`src/sv/hall_sine_commutation_core_defines.svh`:
```
// Assertion macros shared by the commutation core files.
`ifndef HALL_SINE_COMMUTATION_CORE_DEFINES_SVH
`define HALL_SINE_COMMUTATION_CORE_DEFINES_SVH

`ifndef ASSERT_OFF
`define HSC_ASSERT(label, clock, reset, prop, msg) \
  label: assert property (@(posedge clock) disable iff (reset) prop) \
    else $error(msg);
`define HSC_ASSERT_NEXT(label, clock, reset, ante, cons, msg) \
  label: assert property (@(posedge clock) disable iff (reset) (ante) |=> (cons)) \
    else $error(msg);
`else
`define HSC_ASSERT(label, clock, reset, prop, msg)
`define HSC_ASSERT_NEXT(label, clock, reset, ante, cons, msg)
`endif

`endif

```
`src/sv/hsc_ram.sv`:
```
module hsc_ram #(
  parameter int WIDTH    = 12,
  parameter int DEPTH    = 400,
  parameter int RD_PORTS = 1
) (
  input  logic                     clk,
  input  logic                     we,
  input  logic [$clog2(DEPTH)-1:0] waddr,
  input  logic [WIDTH-1:0]         wdata,
  input  logic                     re,
  input  logic [$clog2(DEPTH)-1:0] raddr [RD_PORTS],
  output logic [WIDTH-1:0]         rdata [RD_PORTS]
);

  logic [WIDTH-1:0] mem [DEPTH];

  always_ff @(posedge clk) begin
    if (we) begin
      mem[waddr] <= wdata;
    end
    if (re) begin
      for (int p = 0; p < RD_PORTS; p++) begin
        rdata[p] <= mem[raddr[p]];
      end
    end
  end

endmodule

```
`config.mk`:
```
export PLATFORM = sky130hd
export DESIGN_NAME = hsc_ram
export DESIGN_NICKNAME = d
export VERILOG_FILES = /design/src/sv/hall_sine_commutation_core_defines.svh /design/src/sv/hsc_ram.sv
export SDC_FILE = /design/constraint.sdc
export NUM_CORES = 2
export LEC_CHECK = 0
export BUFFER_PORTS_ARGS = -buffer_cell sky130_fd_sc_hd__buf_2
export CAP_MARGIN = 0
export CORE_MARGIN = 1.5
export CORE_UTILIZATION = 41
export CTS_CLUSTER_DIAMETER = 150
export CTS_CLUSTER_SIZE = 10
export DETAILED_ROUTE_END_ITERATION = 10
export GPL_TIMING_DRIVEN = 1
export SLEW_MARGIN = 10
export SYNTH_ARGS = -nofsm -noshare
export SYNTH_HDL_FRONTEND = slang
export SYNTH_MEMORY_MAX_BITS = 65536
export SYNTH_SLANG_ARGS = --single-unit
export TNS_END_PERCENT = 20
```
`constraint.sdc`:
```
create_clock -name clk -period 4.25 [get_ports clk]
set_clock_uncertainty 0.1 [all_clocks]
set_input_delay 0.85 -clock clk [delete_from_list [all_inputs] [get_ports clk]]
set_output_delay 0.85 -clock clk [all_outputs]
set_load 0.02 [all_outputs]
```
==> run summary <==
The post-synthesis to final-layout area growth works out to 16.5%. The total of max-cap violations was 0. TritonCTS built the clock tree. The run gives 94900 as the number of global-route vias before repair.

The first global-routing pass estimated 760000 um of wire. The ratio of cells with drive above 1 in the final layout is 32.3%. The flow ran to the end, and the final reports show no timing, DRC or antenna violations.

The combinational group share of total power is 5.5%. In this design, the stage delay of the slowest critical-path cell is 710 ps. The fraction of registers with async set or reset after synthesis is 0%. Entering global routing, the biggest net connects 153 pins. The region available for standard cell placement spans 450000 um2. The highest-delay cell along the critical path is sky130_fd_sc_hd__a21oi_1. The run gives 41.3% as the starting density of the core. After global routing, the most crowded layer is met2.

After the first detailed-routing iteration, the DRC count stood at 14400. The critical path goes through buf_12 -> buf_12 -> buf_4 -> buf_4 -> mux2i_1 -> a221oi_1 -> a21oi_1 -> a21oi_1 -> o211ai_1 -> buf_4 -> a21oi_1 -> or4_1. Dividing the synthesized area by the synthesized cell count gives 22.5 um2.

The tools report the routability-driven placement congestion ratio as 0.875. The via total after detailed routing was 94800; the area share of the leading cell type in the synthesized netlist was 77.8%. Global routing consumed, over all layers together, 23.8% of the routing resources. The worst setup path is captured at a register. The chip width came out at 676 um. The count of flip-flops with a built-in enable after synthesis works out to 4812. Post-CTS timing repair inserted 0 buffers for setup. The share of total power dissipated in the clock network is 41.7%. The largest area contributor in the netlist was sky130_fd_sc_hd__edfxtp_1.

For this run the aggregate overflow at the end of global routing stands at 0. By count the netlist is led by sky130_fd_sc_hd__edfxtp_1, sky130_fd_sc_hd__mux4_2, sky130_fd_sc_hd__nor2_1, sky130_fd_sc_hd__mux2i_1, sky130_fd_sc_hd__nand2_1. The number of failing hold endpoints at the final stage was 0. sky130_fd_sc_hd__edfxtp_1 is the most common cell in the netlist. The tools report the final number of max-transition violations as 0.

Row generation in the floorplan step produced 246 rows. Data arrives at the worst endpoint at 4560 ps. In the synthesized netlist, the number of instances is 8254. The routed design has 548000 um of wire.

The sum of negative setup slack came out at 0 ps. Setup repair after global routing left no endpoint under its margin. The leakage power total came out at 68.8 nW. The critical path is of the primary input to register type. The clock-pin slew on the worst setup and hold paths is 60 ps. In this run the count of I/O pins placed on the die edge is 45. Synthesis inferred 4812 register bits.

The routed design could run at a clock period as short as 3720 ps. Using the TritonRoute via totals, the vias-per-cell ratio works out to 6.09. The switching power as a share of total power is 21.7%. The Yosys warning count is 0, and the total nets after synthesis is 8287.

Family of cells with the greatest summed delay on the critical path: compound AO/OA/AOI/OAI gates. The buffer type at the clock tree root was sky130_fd_sc_hd__clkbuf_16. The sequential share of the synthesized area was 77.8%; the hold-fix buffer count after cts was 0. The area enclosed by the die boundary is 457000 um2. The path class of the tightest hold or removal check is primary input to register. The worst path uses 87.5% of the clock period. STA classifies the critical path startpoint as a primary input. The logs give 9559 for the number of nets in the layout and 0.0777 W for the internal power component. Slew of the pin with the lowest slew margin: 1390 ps. The run gives 6 as the first-pass iteration count of the detailed router. Post-CTS repair changed the size of 0 cells. Average wire length per cell after detail routing: 35.2 um.

In this run the cell area of the synthesized design comes to 186000 um2. For this run, global-route usage on met1 was measured as 33.2%. For the required time of the worst setup path, the log shows 5090 ps. The buffer and inverter count on the worst path is 5. The number of antenna violations at the first check in global routing came out at 46. For the met2 global-route usage, the log shows 37.5%. Of all nets on the critical path, the largest fanout is 20.

The post-DP HPWL was 352000 um; the net switching power was 0.0216 W. Headroom to the max-slew limit came out at 4.95%. Based on the critical path, the design can be clocked at up to 269 MHz. After synthesis, the cell types taking the most area are sky130_fd_sc_hd__edfxtp_1, sky130_fd_sc_hd__mux4_2, sky130_fd_sc_hd__mux2i_1. For the TritonCTS buffer count, the log shows 551.

The worst-case IR drop observed on VDD is 0.000481 V. The count of nets left with antenna violations once routing finished came out at 0. The number of different library cells used by synthesis comes to 71. Sequential cells account for 52.7% of the total power.

Power spread over the standard cell area amounts to 459 nW/um2. For the worst-skew pair, the clock arrives at the later sink with an insertion delay of 1080 ps. The logs give 6 for the deepest level of the CTS H-tree and 4812 for the clock net sink count.

After detailed routing, the number of remaining DRC violations is 0. The clock tree buffer depth is 4, and the fraction of the core area covered by cells at the end of the flow is 48.1%. In this run the tool buffered the top-level ports with 44 buffer cells.

Vertical die dimension: 676 um. The most used flip-flop cell after synthesis is sky130_fd_sc_hd__edfxtp_1. Global routing consumed, on the met3 layer, 4.92% of the routing resources.

Setup violations remaining at the end of the flow were counted as 0.
## path summary, 6_finish.rpt
path | from | end | slack [ps] | cells after the start
min | wdata[8] | mem[90][8] | 160 | 1
max | raddr[0] | rdata[6] | 530 | 12
max reg2reg | mem[99][3] | rdata[3] | 750 | 7
min reg2reg | mem[258][1] | rdata[1] | 1060 | 5
## cell type report
| cell class | instances | area, um2 |
|---|---|---|
| fill | 36100 | 234000 |
| sequential | 4812 | 144000 |
| multi-input combinational | 2955 | 38400 |
| clock buffer | 559 | 14000 |
| timing repair buffer | 1200 | 10900 |
| tap | 5952 | 7450 |
| clock inverter | 51 | 878 |
| antenna | 21 | 52.6 |
| inverter | 6 | 37.5 |
## metal layers
metal | up-vias | routed length, um
met5 | - | 116
met4 | 20 | 20600
met3 | 896 | 57600
met2 | 5475 | 258000
met1 | 51000 | 211000
li1 | 37400 | -
## sequential cells by signal (all words and copies together) (netlist names)
| name | count |
|---|---|
| mem | 4800 |
| rdata | 12 |
## cells by family (layout without fill, tap and decap cells)
| logic type | count (synthesis) | in the layout | share of synthesized area, % |
|---|---|---|---|
| and+or+nand+nor | 920 | 920 | 2.15 |
| AOI/OAI and AO/OA | 511 | 511 | 1.94 |
| other | 0 | 21 | 0 |
| muxes | 1524 | 1524 | 16.5 |
| buffers and inverters | 487 | 1816 | 1.57 |
| DFF | 4812 | 4812 | 77.8 |
## through the flow
step           instance area, um2  setup WS (ps)  power [W]  std cells  hold WS (ps)
6_report                   216000            530     0.0993      15600           157
5_1_grt                    216000            453      0.102      15500           124
4_1_cts                    216000            643     0.0998      15500          78.9
3_5_place_dp               201000           -463     0.0588      14900          1040
3_3_place_gp               201000           -476     0.0587      14900          1010
2_1_floorplan              186000            593     0.0558       8254           766
## power groups by stage
stage / combinational, W / sequential (W) / clock (W)
2_1_floorplan: 0.00248 / 0.0533 / 0
3_3_place_gp: 0.00538 / 0.0533 / 0
3_5_place_dp: 0.00545 / 0.0533 / 0
4_1_cts: 0.00546 / 0.0524 / 0.0419
5_1_grt: 0.00564 / 0.0523 / 0.0436
6_report: 0.00548 / 0.0524 / 0.0414
## layout by cell type, fill, tap and decap left out, types with 6 or more instances in the layout
master	instances
sky130_fd_sc_hd__edfxtp_1	4812
sky130_fd_sc_hd__mux4_2	1215
sky130_fd_sc_hd__buf_4	1007
sky130_fd_sc_hd__clkbuf_16	559
sky130_fd_sc_hd__nor2_1	465
sky130_fd_sc_hd__mux2i_1	278
sky130_fd_sc_hd__nand2_1	184
sky130_fd_sc_hd__buf_12	151
sky130_fd_sc_hd__a21oi_1	91
sky130_fd_sc_hd__a22oi_1	82
sky130_fd_sc_hd__o22ai_1	70
sky130_fd_sc_hd__o221ai_1	63
sky130_fd_sc_hd__nor3_1	58
sky130_fd_sc_hd__nand3_1	49
sky130_fd_sc_hd__o21ai_0	41
sky130_fd_sc_hd__a211oi_1	36
sky130_fd_sc_hd__buf_2	27
sky130_fd_sc_hd__nor2b_1	26
sky130_fd_sc_hd__a221oi_1	26
sky130_fd_sc_hd__nor4_1	23
sky130_fd_sc_hd__diode_2	21
sky130_fd_sc_hd__mux2_2	20
sky130_fd_sc_hd__nand4_1	20
sky130_fd_sc_hd__a31oi_1	18
sky130_fd_sc_hd__inv_6	17
sky130_fd_sc_hd__buf_8	15
sky130_fd_sc_hd__o211ai_1	14
sky130_fd_sc_hd__clkinv_8	14
sky130_fd_sc_hd__nand2_2	13
sky130_fd_sc_hd__inv_16	12
sky130_fd_sc_hd__mux4_1	11
sky130_fd_sc_hd__nor2_2	10
sky130_fd_sc_hd__a2111oi_0	9
sky130_fd_sc_hd__a22o_1	9
sky130_fd_sc_hd__clkinv_16	9
sky130_fd_sc_hd__and2_1	8
sky130_fd_sc_hd__o2111ai_1	8
sky130_fd_sc_hd__and3_1	7
sky130_fd_sc_hd__nand2b_1	6
Power figures use the tool's default switching activity.
