==> src/sv/hall_sine_commutation_core_defines.svh <==
// Assertion macros shared by the commutation core files.
`ifndef HALL_SINE_COMMUTATION_CORE_DEFINES_SVH
`define HALL_SINE_COMMUTATION_CORE_DEFINES_SVH

`ifndef ASSERT_OFF
`define HSC_ASSERT(label, clock, reset, prop, msg) \
  label: assert property (@(posedge clock) disable iff (reset) prop) \
    else $error(msg);
`define HSC_ASSERT_NEXT(label, clock, reset, ante, cons, msg) \
  label: assert property (@(posedge clock) disable iff (reset) (ante) |=> (cons)) \
    else $error(msg);
`else
`define HSC_ASSERT(label, clock, reset, prop, msg)
`define HSC_ASSERT_NEXT(label, clock, reset, ante, cons, msg)
`endif

`endif

==> src/sv/hsc_pkg.sv <==
package hsc_pkg;

  localparam int TABLE_LEN_DEF = 400;
  localparam int WINDOW_DEF    = 101;
  localparam int AMPLITUDE_DEF = 1760;

  localparam int DATA_W  = 12;
  localparam int MAG_W   = DATA_W - 1;
  localparam int PROD_W  = MAG_W + DATA_W;
  localparam int SCALE_W = PROD_W + 13;
  localparam int SUM_W   = 19;
  localparam int COUNT_W = 7;
  localparam int STEP_W  = 3;
  localparam int HALL_W  = 3;

  localparam int GAIN_MUL   = 4097;
  localparam int GAIN_SHIFT = 24;

  localparam logic [DATA_W-1:0] RESET_MIN_LEVEL = 12'd500;
  localparam logic [DATA_W-1:0] RESET_CENTER    = 12'd1760;

  // Register index (paddr[2])
  localparam logic REG_MIN_LEVEL = 1'b0;
  localparam logic REG_CENTER    = 1'b1;

  // Hall codes, bit0 H1, bit1 H2, bit2 H3
  localparam logic [HALL_W-1:0] HALL_STEP1 = 3'b101;
  localparam logic [HALL_W-1:0] HALL_STEP2 = 3'b001;
  localparam logic [HALL_W-1:0] HALL_STEP3 = 3'b011;
  localparam logic [HALL_W-1:0] HALL_STEP4 = 3'b010;
  localparam logic [HALL_W-1:0] HALL_STEP5 = 3'b110;
  localparam logic [HALL_W-1:0] HALL_STEP6 = 3'b100;

  localparam logic [STEP_W-1:0] STEP_INVALID = 3'd0;

  typedef struct packed {
    logic en_prod;
    logic en_out;
  } lane_ctl_t;

  function automatic logic [STEP_W-1:0] hall_step(input logic [HALL_W-1:0] code);
    logic [STEP_W-1:0] s;
    unique case (code)
      HALL_STEP1: s = 3'd1;
      HALL_STEP2: s = 3'd2;
      HALL_STEP3: s = 3'd3;
      HALL_STEP4: s = 3'd4;
      HALL_STEP5: s = 3'd5;
      HALL_STEP6: s = 3'd6;
      default:    s = STEP_INVALID;
    endcase
    return s;
  endfunction

endpackage

==> src/sv/hsc_gain.sv <==
`include "hall_sine_commutation_core_defines.svh"

module hsc_gain #(
  parameter int WINDOW = hsc_pkg::WINDOW_DEF
) (
  input  logic                       clk,
  input  logic                       rst,
  input  logic                       adc,
  input  logic [hsc_pkg::DATA_W-1:0] sample,
  input  logic [hsc_pkg::DATA_W-1:0] min_level,
  output logic [hsc_pkg::DATA_W-1:0] gain_level
);

  localparam int SUM_W     = hsc_pkg::SUM_W;
  localparam int CNT_W     = hsc_pkg::COUNT_W;
  localparam int DIV_SHIFT = SUM_W + $clog2(WINDOW);
  localparam int RECIP_W   = SUM_W + 1;
  localparam longint unsigned RECIP =
    ((longint'(1) << DIV_SHIFT) + longint'(WINDOW) - 1) / longint'(WINDOW);

  logic [SUM_W-1:0]           sample_sum, sum_inc, div_sum;
  logic [CNT_W-1:0]           sample_count, cnt_inc;
  logic                       div_go;
  logic [SUM_W+RECIP_W-1:0]   quot_wide;
  logic [hsc_pkg::DATA_W-1:0] avg;

  assign cnt_inc = sample_count + CNT_W'(1);
  assign sum_inc = sample_sum + SUM_W'(sample);

  always_ff @(posedge clk) begin
    if (rst) begin
      sample_sum   <= '0;
      sample_count <= '0;
      div_go       <= 1'b0;
    end else begin
      div_go <= 1'b0;
      if (adc) begin
        if (cnt_inc == CNT_W'(WINDOW)) begin
          sample_sum   <= '0;
          sample_count <= '0;
          div_go       <= 1'b1;
        end else begin
          sample_sum   <= sum_inc;
          sample_count <= cnt_inc;
        end
      end
    end
  end

  always_ff @(posedge clk) begin
    if (adc) begin
      div_sum <= sum_inc;
    end
  end

  // Exact floor division by the window through a reciprocal multiply
  assign quot_wide = (SUM_W+RECIP_W)'(div_sum) * (SUM_W+RECIP_W)'(RECIP);
  assign avg       = quot_wide[DIV_SHIFT +: hsc_pkg::DATA_W];

  always_ff @(posedge clk) begin
    if (rst) begin
      gain_level <= '0;
    end else if (div_go) begin
      gain_level <= (avg < min_level) ? min_level : avg;
    end
  end

  `HSC_ASSERT(a_count_below_window, clk, rst, sample_count < CNT_W'(WINDOW),
              "sample count reached window without wrap")
  `HSC_ASSERT_NEXT(a_gain_floor, clk, rst, div_go, gain_level >= $past(min_level),
                   "gain level below floor after update")

endmodule

==> config.mk <==
export PLATFORM = sky130hd
export DESIGN_NAME = hsc_gain
export DESIGN_NICKNAME = d
export VERILOG_FILES = /design/src/sv/hsc_pkg.sv /design/src/sv/hsc_gain.sv
export VERILOG_INCLUDE_DIRS = /design/src /design/src/sv
export SDC_FILE = /design/constraint.sdc
export NUM_CORES = 1
export LEC_CHECK = 0
export CORE_AREA = 2 2 141 143
export CTS_BUF_LIST = sky130_fd_sc_hd__clkbuf_8
export DETAILED_ROUTE_END_ITERATION = 12
export DIE_AREA = 0 0 143 145
export DONT_BUFFER_PORTS = 1
export GPL_TIMING_DRIVEN = 0
export PLACE_DENSITY = 0.68
export RECOVER_POWER = 50
export SKIP_LAST_GASP = 1
export SYNTH_ARGS = -nofsm -noshare
export SYNTH_HDL_FRONTEND = slang
export SYNTH_SLANG_ARGS = --single-unit
==> constraint.sdc <==
create_clock -name clk -period 10.1 [get_ports clk]
set_clock_uncertainty 0.05 [all_clocks]
set_input_delay 2.525 -clock clk [delete_from_list [all_inputs] [get_ports clk]]
set_output_delay 2.525 -clock clk [all_outputs]
set_load 0.02 [all_outputs]
==> flow_metrics.tcl <==
set metrics [dict create \
    hold_class "register to register" \
    syn_nets 1339 \
    drt_iter0_markers 241 \
    portBuffers 0 \
    ys.flop_type "dfxtp_1" \
    drive_gt1_share_pct 2.57 \
    ant_nets 0 \
    clock.fmax_mhz 121 \
    finalSetupViolations 0 \
    wire_per_inst_um 15.1 \
    syn_area_mm2 0.00942 \
    yosysSeqAreaShare_pct 14.3 \
    cp_data_arrival_time_ps 8440 \
    timing.slew.headroom_pct 55.8 \
    gp_congestion 0.869 \
    synth_cell_type_count 58 \
    synth_area_per_cell_um2 9.46 \
    cts_setup_buffers 0 \
    synthCells 996 \
    synth_top_area_cell "ha_1" \
    clkLatencyLatePin_ps 350 \
    period_minus_slack_ps 8230 \
    clkSinkCount 58 \
    drt-vias-per-instance 5.13 \
    rsz0062_at_grt "no" \
    worst_pin_slew_ps 646 \
    yosysWarnings 0 \
    cts_resized 0 \
    final_cells 1277 \
    vias 6553 \
    overflow 0 \
    start_kind "register" \
    antenna_found_initial 0 \
    dpl.hpwl_um 16800 \
    cts_tree "done" \
    synth-seq-cells 58 \
    clk_path_buf_depth 2 \
    fin_tns_setup_ps 0 \
    finalHoldViolCount 0 \
    start_util_pct 49.1 \
    synth_area_leaders "ha_1 26%, fa_1 26%, inv_1 11%, dfxtp_1 8.3%, edfxtp_1 6.1%" \
    critPathMaxFanout 10 \
    finalCritPeriodShare_pct 81.5 \
    core_mm2 0.0192 \
    cts_buffers 9 \
    drv_slew 0 \
    remaining_drc_errors 0 \
    maxCapViolations 0 \
    cts.clk_slew.worst_paths_ps 70 \
    die_h_um 145 \
    ctsRootBufferMaster "clkbuf_8" \
    min-delay-start "sample_sum[4]" \
    dpl.cell_count 1261 \
    synth_edf_count 19 \
    cts_max_level 3 \
    track_usage_pct 19.7 \
    num-nets-final 1350 \
    outcome "finished clean" \
    synthMostInstantiatedCell "inv_1" \
    cts_hold_buf 0 \
    wirelength_um 19300 \
    synth_commonest_cells "275 x inv_1, 195 x ha_1, 121 x fa_1, 44 x nor2_1, 40 x a21oi_1" \
    grt_max_degree 21 \
    chipWidth_um 143 \
    synth-async-reset-ratio_pct 0 \
    synth_top_area_share_pct 25.9 \
    crit_start "div_sum[16]" \
    diodes 0 \
    worstPathRequired_ps 10310 \
    criticalPathCategory "register to register" \
    drt_first_pass_iters 5 \
    regToRegStartpoint "div_sum[16]" \
    critPathCaptureType "register" \
    io_pins 39 \
    syn2layout_area_growth_pct 5.83 \
    num_rows 51 \
    grt_first_pass_wirelength_um 32400 \
    die_area_mm2 0.0207 \
    first_global_vias 6651 \
]
## state kept, by name, indices dropped and copies added (netlist names)
register      flops
gain_level       12
sample_sum       19
div_sum          19
sample_count      7
div_go            1
## layout by cell type, fill, tap and decap left out, types with 3 or more instances in the layout
cell type | netlist | final
nor2_1 | 44 | 44
mux2i_1 | 9 | 9
nor2b_1 | 10 | 10
xor2_1 | 17 | 17
a31oi_1 | 12 | 12
and2_1 | 4 | 4
a21o_1 | 14 | 14
nand4_1 | 10 | 10
a21oi_1 | 40 | 40
nand2_1 | 19 | 19
clkbuf_8 | 0 | 9
o211ai_1 | 8 | 8
ha_1 | 195 | 195
xnor2_1 | 18 | 18
o21a_1 | 4 | 4
nor3_1 | 5 | 5
inv_1 | 275 | 275
or3_1 | 4 | 4
o21ai_0 | 9 | 9
a211oi_1 | 14 | 14
o21ai_1 | 7 | 7
and3_1 | 7 | 7
nand2b_1 | 18 | 18
clkbuf_1 | 12 | 12
edfxtp_1 | 19 | 19
dfxtp_1 | 39 | 39
fa_1 | 121 | 121
nor3b_1 | 3 | 3
nand3_1 | 19 | 19
or4_1 | 4 | 4
## metal layers
metal  track usage (%)  routed length (um)  vias to the layer above
met4              4.65                 294                        0
met1              27.4                8910                     3194
met2              33.2                9560                       89
met5                 0                   0                        -
met3              1.72                 549                       19
li1                  -                   -                     3251
## stage by stage
stage               area [um2]  hold WS [ps]  setup WS (ps)  utilization, %
finish                    9970           424           1870            51.9
floorplan                 9420           400           2810               -
global placement          9750           410           1860            50.8
global route              9970           456           1340            51.9
CTS                       9970           426           1730            51.9
detailed placement        9750           414           1770            50.8
## cells by family after synthesis
kind of cell	Yosys count	synth area share, %
AOI/OAI and AO/OA	135	9.79
and+or+nand+nor	154	8.51
adders and majority gates	316	51.6
buffers and inverters	289	11.6
muxes	9	0.956
xor gates and xnor gates	35	3.25
DFF	58	14.3
## critical path, cell delays in order (launching register included)
cell       delay [ps]
edfxtp_1          560
ha_1              470
inv_1              90
fa_1              510
inv_1              50
fa_1              530
inv_1              60
fa_1              520
fa_1              540
fa_1              550
inv_1              40
ha_1              310
nand4_1           250
o21bai_1          430
a311oi_2          130
o2111ai_2         340
nand4_1           130
a221oi_1          380
ha_1              320
a21o_1            180
a21o_1            170
a21oi_1           150
o211ai_1          150
o41a_2            550
buf_4             220
mux2i_1           170
a211oi_1          270
## final cells by class
cell class | instances | area [um2]
buffer | 14 | 56.3
fill | 1777 | 9240
inverter | 275 | 1030
clock inverter | 7 | 93.8
multi-input combinational | 649 | 6980
clock buffer | 9 | 124
sequential | 58 | 1350
tap | 265 | 332
## path summary, 6_finish.rpt
path / slack (ps) / depth (start not counted) / endpoint
max: 1870 / 26 / gain_level[5]
min: 420 / 2 / sample_sum[4]
max reg2reg: 1870 / 26 / gain_level[5]
min reg2reg: 420 / 2 / sample_sum[4]
Power is not shown: default switching activity piles up to over one toggle a cycle in this logic, so the estimate is an artifact.
