[src/sv/hall_sine_commutation_core_defines.svh]
// Assertion macros shared by the commutation core files.
`ifndef HALL_SINE_COMMUTATION_CORE_DEFINES_SVH
`define HALL_SINE_COMMUTATION_CORE_DEFINES_SVH

`ifndef ASSERT_OFF
`define HSC_ASSERT(label, clock, reset, prop, msg) \
  label: assert property (@(posedge clock) disable iff (reset) prop) \
    else $error(msg);
`define HSC_ASSERT_NEXT(label, clock, reset, ante, cons, msg) \
  label: assert property (@(posedge clock) disable iff (reset) (ante) |=> (cons)) \
    else $error(msg);
`else
`define HSC_ASSERT(label, clock, reset, prop, msg)
`define HSC_ASSERT_NEXT(label, clock, reset, ante, cons, msg)
`endif

`endif

[src/sv/hsc_pkg.sv]
package hsc_pkg;

  localparam int TABLE_LEN_DEF = 400;
  localparam int WINDOW_DEF    = 101;
  localparam int AMPLITUDE_DEF = 1760;

  localparam int DATA_W  = 12;
  localparam int MAG_W   = DATA_W - 1;
  localparam int PROD_W  = MAG_W + DATA_W;
  localparam int SCALE_W = PROD_W + 13;
  localparam int SUM_W   = 19;
  localparam int COUNT_W = 7;
  localparam int STEP_W  = 3;
  localparam int HALL_W  = 3;

  localparam int GAIN_MUL   = 4097;
  localparam int GAIN_SHIFT = 24;

  localparam logic [DATA_W-1:0] RESET_MIN_LEVEL = 12'd500;
  localparam logic [DATA_W-1:0] RESET_CENTER    = 12'd1760;

  // Register index (paddr[2])
  localparam logic REG_MIN_LEVEL = 1'b0;
  localparam logic REG_CENTER    = 1'b1;

  // Hall codes, bit0 H1, bit1 H2, bit2 H3
  localparam logic [HALL_W-1:0] HALL_STEP1 = 3'b101;
  localparam logic [HALL_W-1:0] HALL_STEP2 = 3'b001;
  localparam logic [HALL_W-1:0] HALL_STEP3 = 3'b011;
  localparam logic [HALL_W-1:0] HALL_STEP4 = 3'b010;
  localparam logic [HALL_W-1:0] HALL_STEP5 = 3'b110;
  localparam logic [HALL_W-1:0] HALL_STEP6 = 3'b100;

  localparam logic [STEP_W-1:0] STEP_INVALID = 3'd0;

  typedef struct packed {
    logic en_prod;
    logic en_out;
  } lane_ctl_t;

  function automatic logic [STEP_W-1:0] hall_step(input logic [HALL_W-1:0] code);
    logic [STEP_W-1:0] s;
    unique case (code)
      HALL_STEP1: s = 3'd1;
      HALL_STEP2: s = 3'd2;
      HALL_STEP3: s = 3'd3;
      HALL_STEP4: s = 3'd4;
      HALL_STEP5: s = 3'd5;
      HALL_STEP6: s = 3'd6;
      default:    s = STEP_INVALID;
    endcase
    return s;
  endfunction

endpackage

[src/sv/hsc_drive_lane.sv]
module hsc_drive_lane (
  input  logic                       clk,
  input  hsc_pkg::lane_ctl_t         ctl,
  input  logic [hsc_pkg::DATA_W-1:0] entry,
  input  logic [hsc_pkg::DATA_W-1:0] gain_level,
  input  logic [hsc_pkg::DATA_W-1:0] center_value,
  output logic [hsc_pkg::DATA_W-1:0] compare
);

  localparam int DW = hsc_pkg::DATA_W;
  localparam int SW = hsc_pkg::SCALE_W;

  logic [DW-1:0]               entry_neg;
  logic [hsc_pkg::MAG_W-1:0]   mag;
  logic [hsc_pkg::PROD_W-1:0]  prod;
  logic                        neg;
  logic [SW-1:0]               scaled_wide;
  logic [DW-1:0]               scaled;
  logic signed [DW+1:0]        level;
  logic [DW-1:0]               sat;

  assign entry_neg = -entry;
  assign mag       = entry[DW-1] ? entry_neg[hsc_pkg::MAG_W-1:0] : entry[hsc_pkg::MAG_W-1:0];

  always_ff @(posedge clk) begin
    if (ctl.en_prod) begin
      prod <= hsc_pkg::PROD_W'(mag) * hsc_pkg::PROD_W'(gain_level);
      neg  <= entry[DW-1];
    end
  end

  // Truncate on the magnitude, then restore the sign
  assign scaled_wide = SW'(prod) * SW'(hsc_pkg::GAIN_MUL);
  assign scaled      = scaled_wide[hsc_pkg::GAIN_SHIFT +: DW];
  assign level       = neg ? $signed({2'b00, center_value}) - $signed({2'b00, scaled})
                           : $signed({2'b00, center_value}) + $signed({2'b00, scaled});

  always_comb begin
    priority if (level < 0) begin
      sat = '0;
    end else if (level > $signed((DW+2)'((1 << DW) - 1))) begin
      sat = '1;
    end else begin
      sat = level[DW-1:0];
    end
  end

  always_ff @(posedge clk) begin
    if (ctl.en_out) begin
      compare <= sat;
    end
  end

endmodule
[config.mk]
export PLATFORM = sky130hd
export DESIGN_NAME = hsc_drive_lane
export DESIGN_NICKNAME = d
export VERILOG_FILES = /design/src/sv/hall_sine_commutation_core_defines.svh /design/src/sv/hsc_pkg.sv /design/src/sv/hsc_drive_lane.sv
export SDC_FILE = /design/constraint.sdc
export NUM_CORES = 1
export LEC_CHECK = 0
export BUFFER_PORTS_ARGS = -buffer_cell sky130_fd_sc_hd__buf_4
export CORE_UTILIZATION = 40
export CTS_CLUSTER_SIZE = 10
export DETAILED_ROUTE_END_ITERATION = 7
export GPL_ROUTABILITY_DRIVEN = 0
export PLACE_DENSITY = 0.56
export SLEW_MARGIN = 10
export SYNTH_ARGS = -nofsm -noshare
export SYNTH_HDL_FRONTEND = slang
export SYNTH_SLANG_ARGS = --single-unit
export TNS_END_PERCENT = 1
[constraint.sdc]
create_clock -name clk -period 7.1 [get_ports clk]
set_input_delay 1.065 -clock clk [delete_from_list [all_inputs] [get_ports clk]]
set_output_delay 1.065 -clock clk [all_outputs]
set_load 0.05 [all_outputs]
==> flow_metrics.env, run 1 <==
export IMPL_multi_input_area_mm2=0.00600
export IMPL_synth_area_mm2=0.00775
export IMPL_worstSetupStartpointType="primary input"
export IMPL_vias_per_cell=5.06
export IMPL_stdcell_count=1156
export IMPL_syn_to_final_growth_pct=11.2
export IMPL_max_freq_mhz=148
export IMPL_crit_arrival_ns=6.80
export IMPL_drtIter0Drc=297
export IMPL_dominantRegCellSynth="edfxtp_1"
export IMPL_synthDistinctLibCells=68
export IMPL_reg2reg_from="prod[22]$_DFFE_PP_"
export IMPL_n_fill_cell=1850
export IMPL_insertion_delay_ns=0.28
export IMPL_min_from="entry[11]"
export IMPL_grt_busiest_layer="met2"
export IMPL_synth_seq_cells=36
export IMPL_synth_nets=1101
export IMPL_wl_per_cell_um=15.0
export IMPL_diodes=0
export IMPL_drv_cap=0
export IMPL_globalRouteOverflowTotal=0
export IMPL_grt_pass1_wl_mm=29.3
export IMPL_reg2reg_to="compare[7]$_SDFFCE_PP0P_"
export IMPL_rr_worst_depth=16
export IMPL_synth_most_common_cell="inv_1"
export IMPL_die_h_um=141
export IMPL_postCtsSetupBuffers=0
export IMPL_setup_tns_ns=0
export IMPL_die_x_um=141
export IMPL_grt_util_met2_pct=31.4
export IMPL_crit_path_end_kind="flop"
export IMPL_drtAntennaViolNets=0
export IMPL_coreArea_mm2=0.0188
export IMPL_totalWireLength_mm=17.3
export IMPL_outcome="complete, no violations"
export IMPL_root_buffer="clkbuf_16"
export IMPL_cts_htree_levels=2
export IMPL_synth_area_leaders="fa_1, ha_1, edfxtp_1"
export IMPL_dr_pass1_iters=5
export IMPL_slew_violations=0
export IMPL_initial_core_util_pct=41.1
export IMPL_synth_edf_count=36
export IMPL_setup_ws_ns=0.324
export IMPL_clkSinkCount=36
export IMPL_skew_ns=0.00244
export IMPL_vias=5855
export IMPL_avgSynthCellArea_um2=9.10
export IMPL_whs_path_depth=1
export IMPL_grt_pass1_vias=5920
export IMPL_ios=51
export IMPL_cts_buffers_inserted=5
export IMPL_drc=0
export IMPL_holdPathEnd="neg$_DFFE_PP_"
export IMPL_yosysSeqAreaShare_pct=14.0
export IMPL_place_area_mm2=0.00846
export IMPL_grt_max_degree=27
export IMPL_clk_pin_slew_ns=0.06
export IMPL_hold_viol=0
export IMPL_grt_use_met1_pct=25.7
export IMPL_antenna_found_initial=0
export IMPL_crit_type="primary input to flop"
export IMPL_synth_top_area_share_pct=23.5
export IMPL_ys_top_cells_by_count="inv_1, ha_1, nand2_1"
export IMPL_dp_hpwl_mm=14.6
export IMPL_rsz0062_at_grt="no"
export IMPL_pre_cts_slack_ns=0.0492
export IMPL_hold_class="primary input to flop"
export IMPL_cts_tree="built"
export IMPL_setup_violations=0
export IMPL_worstPathRequired_ns=7.13
export IMPL_dieArea_mm2=0.0199
export IMPL_synth_largest_area_cell="fa_1"
export IMPL_yosysWarnings=0
export IMPL_timing_final_crit_share_pct=95.4
export IMPL_critPathMaxFanout=12
export IMPL_synthCells=851
export IMPL_rows=50
export IMPL_stdcell_area_mm2=0.00862
export IMPL_clockBufferDepth=2
export IMPL_grtUsageTotal_pct=18.3
export IMPL_max_slew_margin_pct=34.0
export IMPL_seq_area_mm2=0.00108
export IMPL_grtUsageMet3_pct=1.32
export IMPL_dp_cells=1148
export IMPL_io_buffers=50
export IMPL_worst_slew_pin_slew_ns=0.990
export IMPL_drive_gt1_share_pct=10.9
export IMPL_async_reset_ff_share_pct=0
export IMPL_period_minus_slack_ns=6.78
export IMPL_reg2reg_slack_ns=1.81
export IMPL_nNetsFinal=1145
per-layer routing:
metal  routed length (um)  vias up
met5                    0        -
met4                  162        0
met3                  367       11
met2                 8320       73
met1                 8440     2895
li1                     -     2876
worst max-delay path, stage by stage:
cell      delay (ns)
buf_4           0.12
or3_1           0.40
o21ai_1         0.33
nand2_1         0.11
xor2_1          0.15
buf_4           0.18
and2_1          0.17
fa_1            0.46
fa_1            0.52
fa_1            0.53
fa_1            0.54
inv_1           0.05
fa_1            0.53
inv_1           0.04
ha_1            0.35
a21oi_1         0.21
o21ai_0         0.11
a31oi_1         0.25
nand3_1         0.19
a311oi_1        0.37
xnor2_1         0.11
layout by cell type (no fill, tap or decap), types with 4 or more instances in the layout:
cell | netlist | routed
fa_1 | 91 | 91
a21oi_1 | 24 | 24
a21o_1 | 9 | 9
edfxtp_1 | 36 | 36
nand2b_1 | 15 | 15
o21bai_1 | 4 | 4
nor2_1 | 22 | 22
buf_4 | 1 | 70
o21ai_0 | 17 | 17
a221oi_1 | 7 | 7
xnor2_1 | 30 | 30
nor4_1 | 6 | 6
clkbuf_16 | 0 | 5
nand2_1 | 95 | 95
inv_1 | 142 | 142
xor2_1 | 23 | 22
and2_1 | 58 | 58
and3_1 | 9 | 9
o21a_1 | 4 | 4
nor2b_1 | 14 | 14
or3_1 | 5 | 5
nand4_1 | 4 | 4
ha_1 | 120 | 120
a211oi_1 | 6 | 6
o211ai_1 | 5 | 5
nand3_1 | 9 | 9
nor3_1 | 10 | 10
logic make-up (layout without fill, tap and decap cells):
logic type,after synthesis,count (layout),share of synthesized area [%]
simple gates,258,258,17.1
fa+ha+maj,211,211,42.9
buf+inv,175,220,8.67
compound gates,115,115,11.0
xor+xnor,53,53,5.99
flops,36,36,14.0
mux,3,3,0.388
worst max path at each step:
stage / from / cells past startpoint / endpoint
floorplan: entry[0] / 23 / prod[20]$_DFFE_PP_
finish: entry[4] / 21 / prod[21]$_DFFE_PP_
detailed placement: entry[4] / 20 / prod[21]$_DFFE_PP_
CTS: entry[4] / 20 / prod[21]$_DFFE_PP_
global placement: entry[4] / 21 / prod[21]$_DFFE_PP_
global route: entry[4] / 19 / prod[15]$_DFFE_PP_
sequential cells by signal, summed over array words and instances (netlist names):
register and flops:
prod 23, compare 12, neg 1
stage by stage:
stage,hold WS [ns],utilization (%)
floorplan,0.900,-
global placement,1.18,44.9
detailed placement,1.17,44.9
CTS,1.10,45.7
global route,1.11,45.8
finish,1.10,45.8
cell type report:
cell class,instances,share of cell area [%]
well taps,260,3.78
clock inverters,3,0.276
multi-input cells,640,69.7
inverters,142,6.19
clock buffers,5,1.45
repair buffers,70,6.10
flip-flops and latches,36,12.5
what timing repair did:
action                     CTS  global route
setup endpoints to repair    0             3
gates resized for setup      0             1
hold buffers                 0             0
Power of run 1 is not shown: default switching activity piles up to over one toggle a cycle in this logic, so the estimate is an artifact.
==> run 2, diff against run 1 <==
--- a/config.mk
+++ b/config.mk
@@ -10,7 +10,7 @@
 export CTS_CLUSTER_SIZE = 10
 export DETAILED_ROUTE_END_ITERATION = 7
 export GPL_ROUTABILITY_DRIVEN = 0
-export PLACE_DENSITY = 0.56
+export PLACE_DENSITY = 0.54
 export SLEW_MARGIN = 10
 export SYNTH_ARGS = -nofsm -noshare
 export SYNTH_HDL_FRONTEND = slang
==> constraint.sdc (replaced) <==
create_clock -name clk -period 8.48 [get_ports clk]
set_input_delay 1.272 -clock clk [delete_from_list [all_inputs] [get_ports clk]]
set_output_delay 1.272 -clock clk [all_outputs]
set_load 0.05 [all_outputs]
==> run 2 against run 1 <==
Effect of this change: critical path depth down 1; final area down 1.1%; worst hold slack better by 0.080 ns; final cell count down 1.2%; clock skew up 0.0043 ns; count of clock-buffer cells in the layout unchanged; non-clock buffer count down 14; global-route usage down 0.37 points; worst setup slack better by 0.97 ns; wire length down 1.4%; critical endpoint is now prod[15]$_DFFE_PP_; highest routed layer unchanged.
==> flow_metrics.env, run 2 (synthesis gave the netlist of run 1 again) <==
export IMPL_grtUsageMet3_pct=1.02
export IMPL_hold_buffers=0
export IMPL_setup_tns_ns=0
export IMPL_rsz0062_at_grt="no"
export IMPL_syn_to_final_growth_pct=10.0
export IMPL_vias=5727
export IMPL_outcome="complete, no violations"
export IMPL_hold_viol=0
export IMPL_grt_use_met1_pct=24.6
export IMPL_postCtsSetupBuffers=0
export IMPL_diodes=0
export IMPL_wl_per_cell_um=14.9
export IMPL_setup_violations=0
export IMPL_max_freq_mhz=139
export IMPL_layout_common_cells="inv_1, ha_1, nand2_1"
export IMPL_die_h_um=141
export IMPL_cts_tree="built"
export IMPL_timing_final_crit_share_pct=84.8
export IMPL_grt_pass1_vias=5606
export IMPL_totalWireLength_mm=17.1
export IMPL_max_slew_margin_pct=26.6
export IMPL_antenna_found_initial=0
export IMPL_drv_cap=0
export IMPL_worstPathRequired_ns=8.51
export IMPL_dieArea_mm2=0.0199
export IMPL_worst_slew_pin_slew_ns=1.09
export IMPL_clkSinkCount=36
export IMPL_dr_pass1_iters=4
export IMPL_period_minus_slack_ns=7.19
export IMPL_critPathMaxFanout=12
export IMPL_die_x_um=141
export IMPL_largestRegisters="prod x23, compare x12, neg x1"
export IMPL_top_register="prod"
export IMPL_nNetsFinal=1131
export IMPL_rows=50
export IMPL_clk_pin_slew_ns=0.06
export IMPL_globalRouteOverflowTotal=0
export IMPL_worstSetupStartpointType="primary input"
export IMPL_grt_util_met2_pct=30.7
export IMPL_insertion_delay_ns=0.29
export IMPL_rr_worst_depth=16
export IMPL_crit_path_end_kind="flop"
export IMPL_vias_per_cell=5.01
export IMPL_root_buffer="clkbuf_16"
export IMPL_skew_ns=0.00673
export IMPL_crit_type="primary input to flop"
export IMPL_ios=51
export IMPL_reg2reg_to="compare[4]$_SDFFCE_PP0P_"
export IMPL_worstSetupEndpoint="prod[15]$_DFFE_PP_"
export IMPL_cts_buffers_inserted=5
export IMPL_ctsResizeCount=0
export IMPL_drive_gt1_share_pct=9.41
export IMPL_hold_class="flop to flop"
export IMPL_grt_max_degree=27
export IMPL_drc=0
export IMPL_clockBufferDepth=2
export IMPL_grt_pass1_wl_mm=28.1
export IMPL_initial_core_util_pct=41.1
export IMPL_cts_htree_levels=2
export IMPL_grt_busiest_layer="met2"
export IMPL_io_buffers=50
export IMPL_drtAntennaViolNets=0
export IMPL_crit_arrival_ns=7.22
export IMPL_dp_hpwl_mm=14.6
export IMPL_crit_start="entry[4]"
export IMPL_slew_violations=0
export IMPL_coreArea_mm2=0.0188
export IMPL_layout_commonest_cell="inv_1"
export IMPL_drtIter0Drc=206
export IMPL_reg2reg_from="prod[16]$_DFFE_PP_"
export IMPL_grtUsageTotal_pct=17.9
export IMPL_largest_register_ffs=23
export IMPL_reg2reg_slack_ns=3.20
==> run 2: worst min-delay path by stage <==
stage | from | endpoint | slack [ns] | depth (start not counted)
final | prod[12]$_DFFE_PP_ | compare[0]$_SDFFCE_PP0P_ | 1.18 | 4
after global routing | prod[12]$_DFFE_PP_ | compare[0]$_SDFFCE_PP0P_ | 1.26 | 4
after floorplan | neg$_DFFE_PP_ | compare[5]$_SDFFCE_PP0P_ | 0.90 | 4
after global placement | prod[12]$_DFFE_PP_ | compare[0]$_SDFFCE_PP0P_ | 1.19 | 4
after CTS | prod[12]$_DFFE_PP_ | compare[0]$_SDFFCE_PP0P_ | 1.18 | 4
after detailed placement | prod[12]$_DFFE_PP_ | compare[0]$_SDFFCE_PP0P_ | 1.16 | 4
==> run 2: through the flow <==
stage / util [%] / std cells / area (um2) / hold WS [ns] / setup slack (ns)
after floorplan: - / 851 / 7750 / 0.900 / 1.51
after global placement: 44.4 / 1134 / 8350 / 1.19 / 1.12
after detailed placement: 44.4 / 1134 / 8350 / 1.16 / 0.997
after CTS: 45.3 / 1142 / 8520 / 1.18 / 1.28
after global routing: 45.3 / 1142 / 8520 / 1.26 / 0.778
final: 45.3 / 1142 / 8520 / 1.18 / 1.29
==> run 2: area by class of cell <==
cell class | instances | area (um2)
Tap cell | 260 | 325
Inverter | 142 | 533
Multi-Input combinational cell | 640 | 5990
Timing Repair Buffer | 56 | 420
Clock buffer | 5 | 125
Fill cell | 1879 | 10300
Sequential cell | 36 | 1080
Clock inverter | 3 | 42.5
==> run 2: worst max-delay path, stage by stage <==
cell and delay (ns):
buf_4 0.12, or3_1 0.38, o21ai_1 0.24, nand2_1 0.11, xor2_1 0.58, nand2_1 0.17, fa_1 0.53, fa_1 0.54
inv_1 0.05, fa_1 0.50, fa_1 0.55, inv_1 0.05, fa_1 0.52, inv_1 0.04, ha_1 0.34, a21oi_1 0.17
o21ai_0 0.11, a31oi_1 0.25, a21boi_0 0.19, o311ai_0 0.50
==> run 2: routing by layer <==
metal / routed length [um] / up-vias
met5: 0 / -
met1: 8160 / 2803
met2: 8200 / 64
li1: - / 2847
met4: 241 / 0
met3: 448 / 13
Power of run 2 is left out for the same reason.
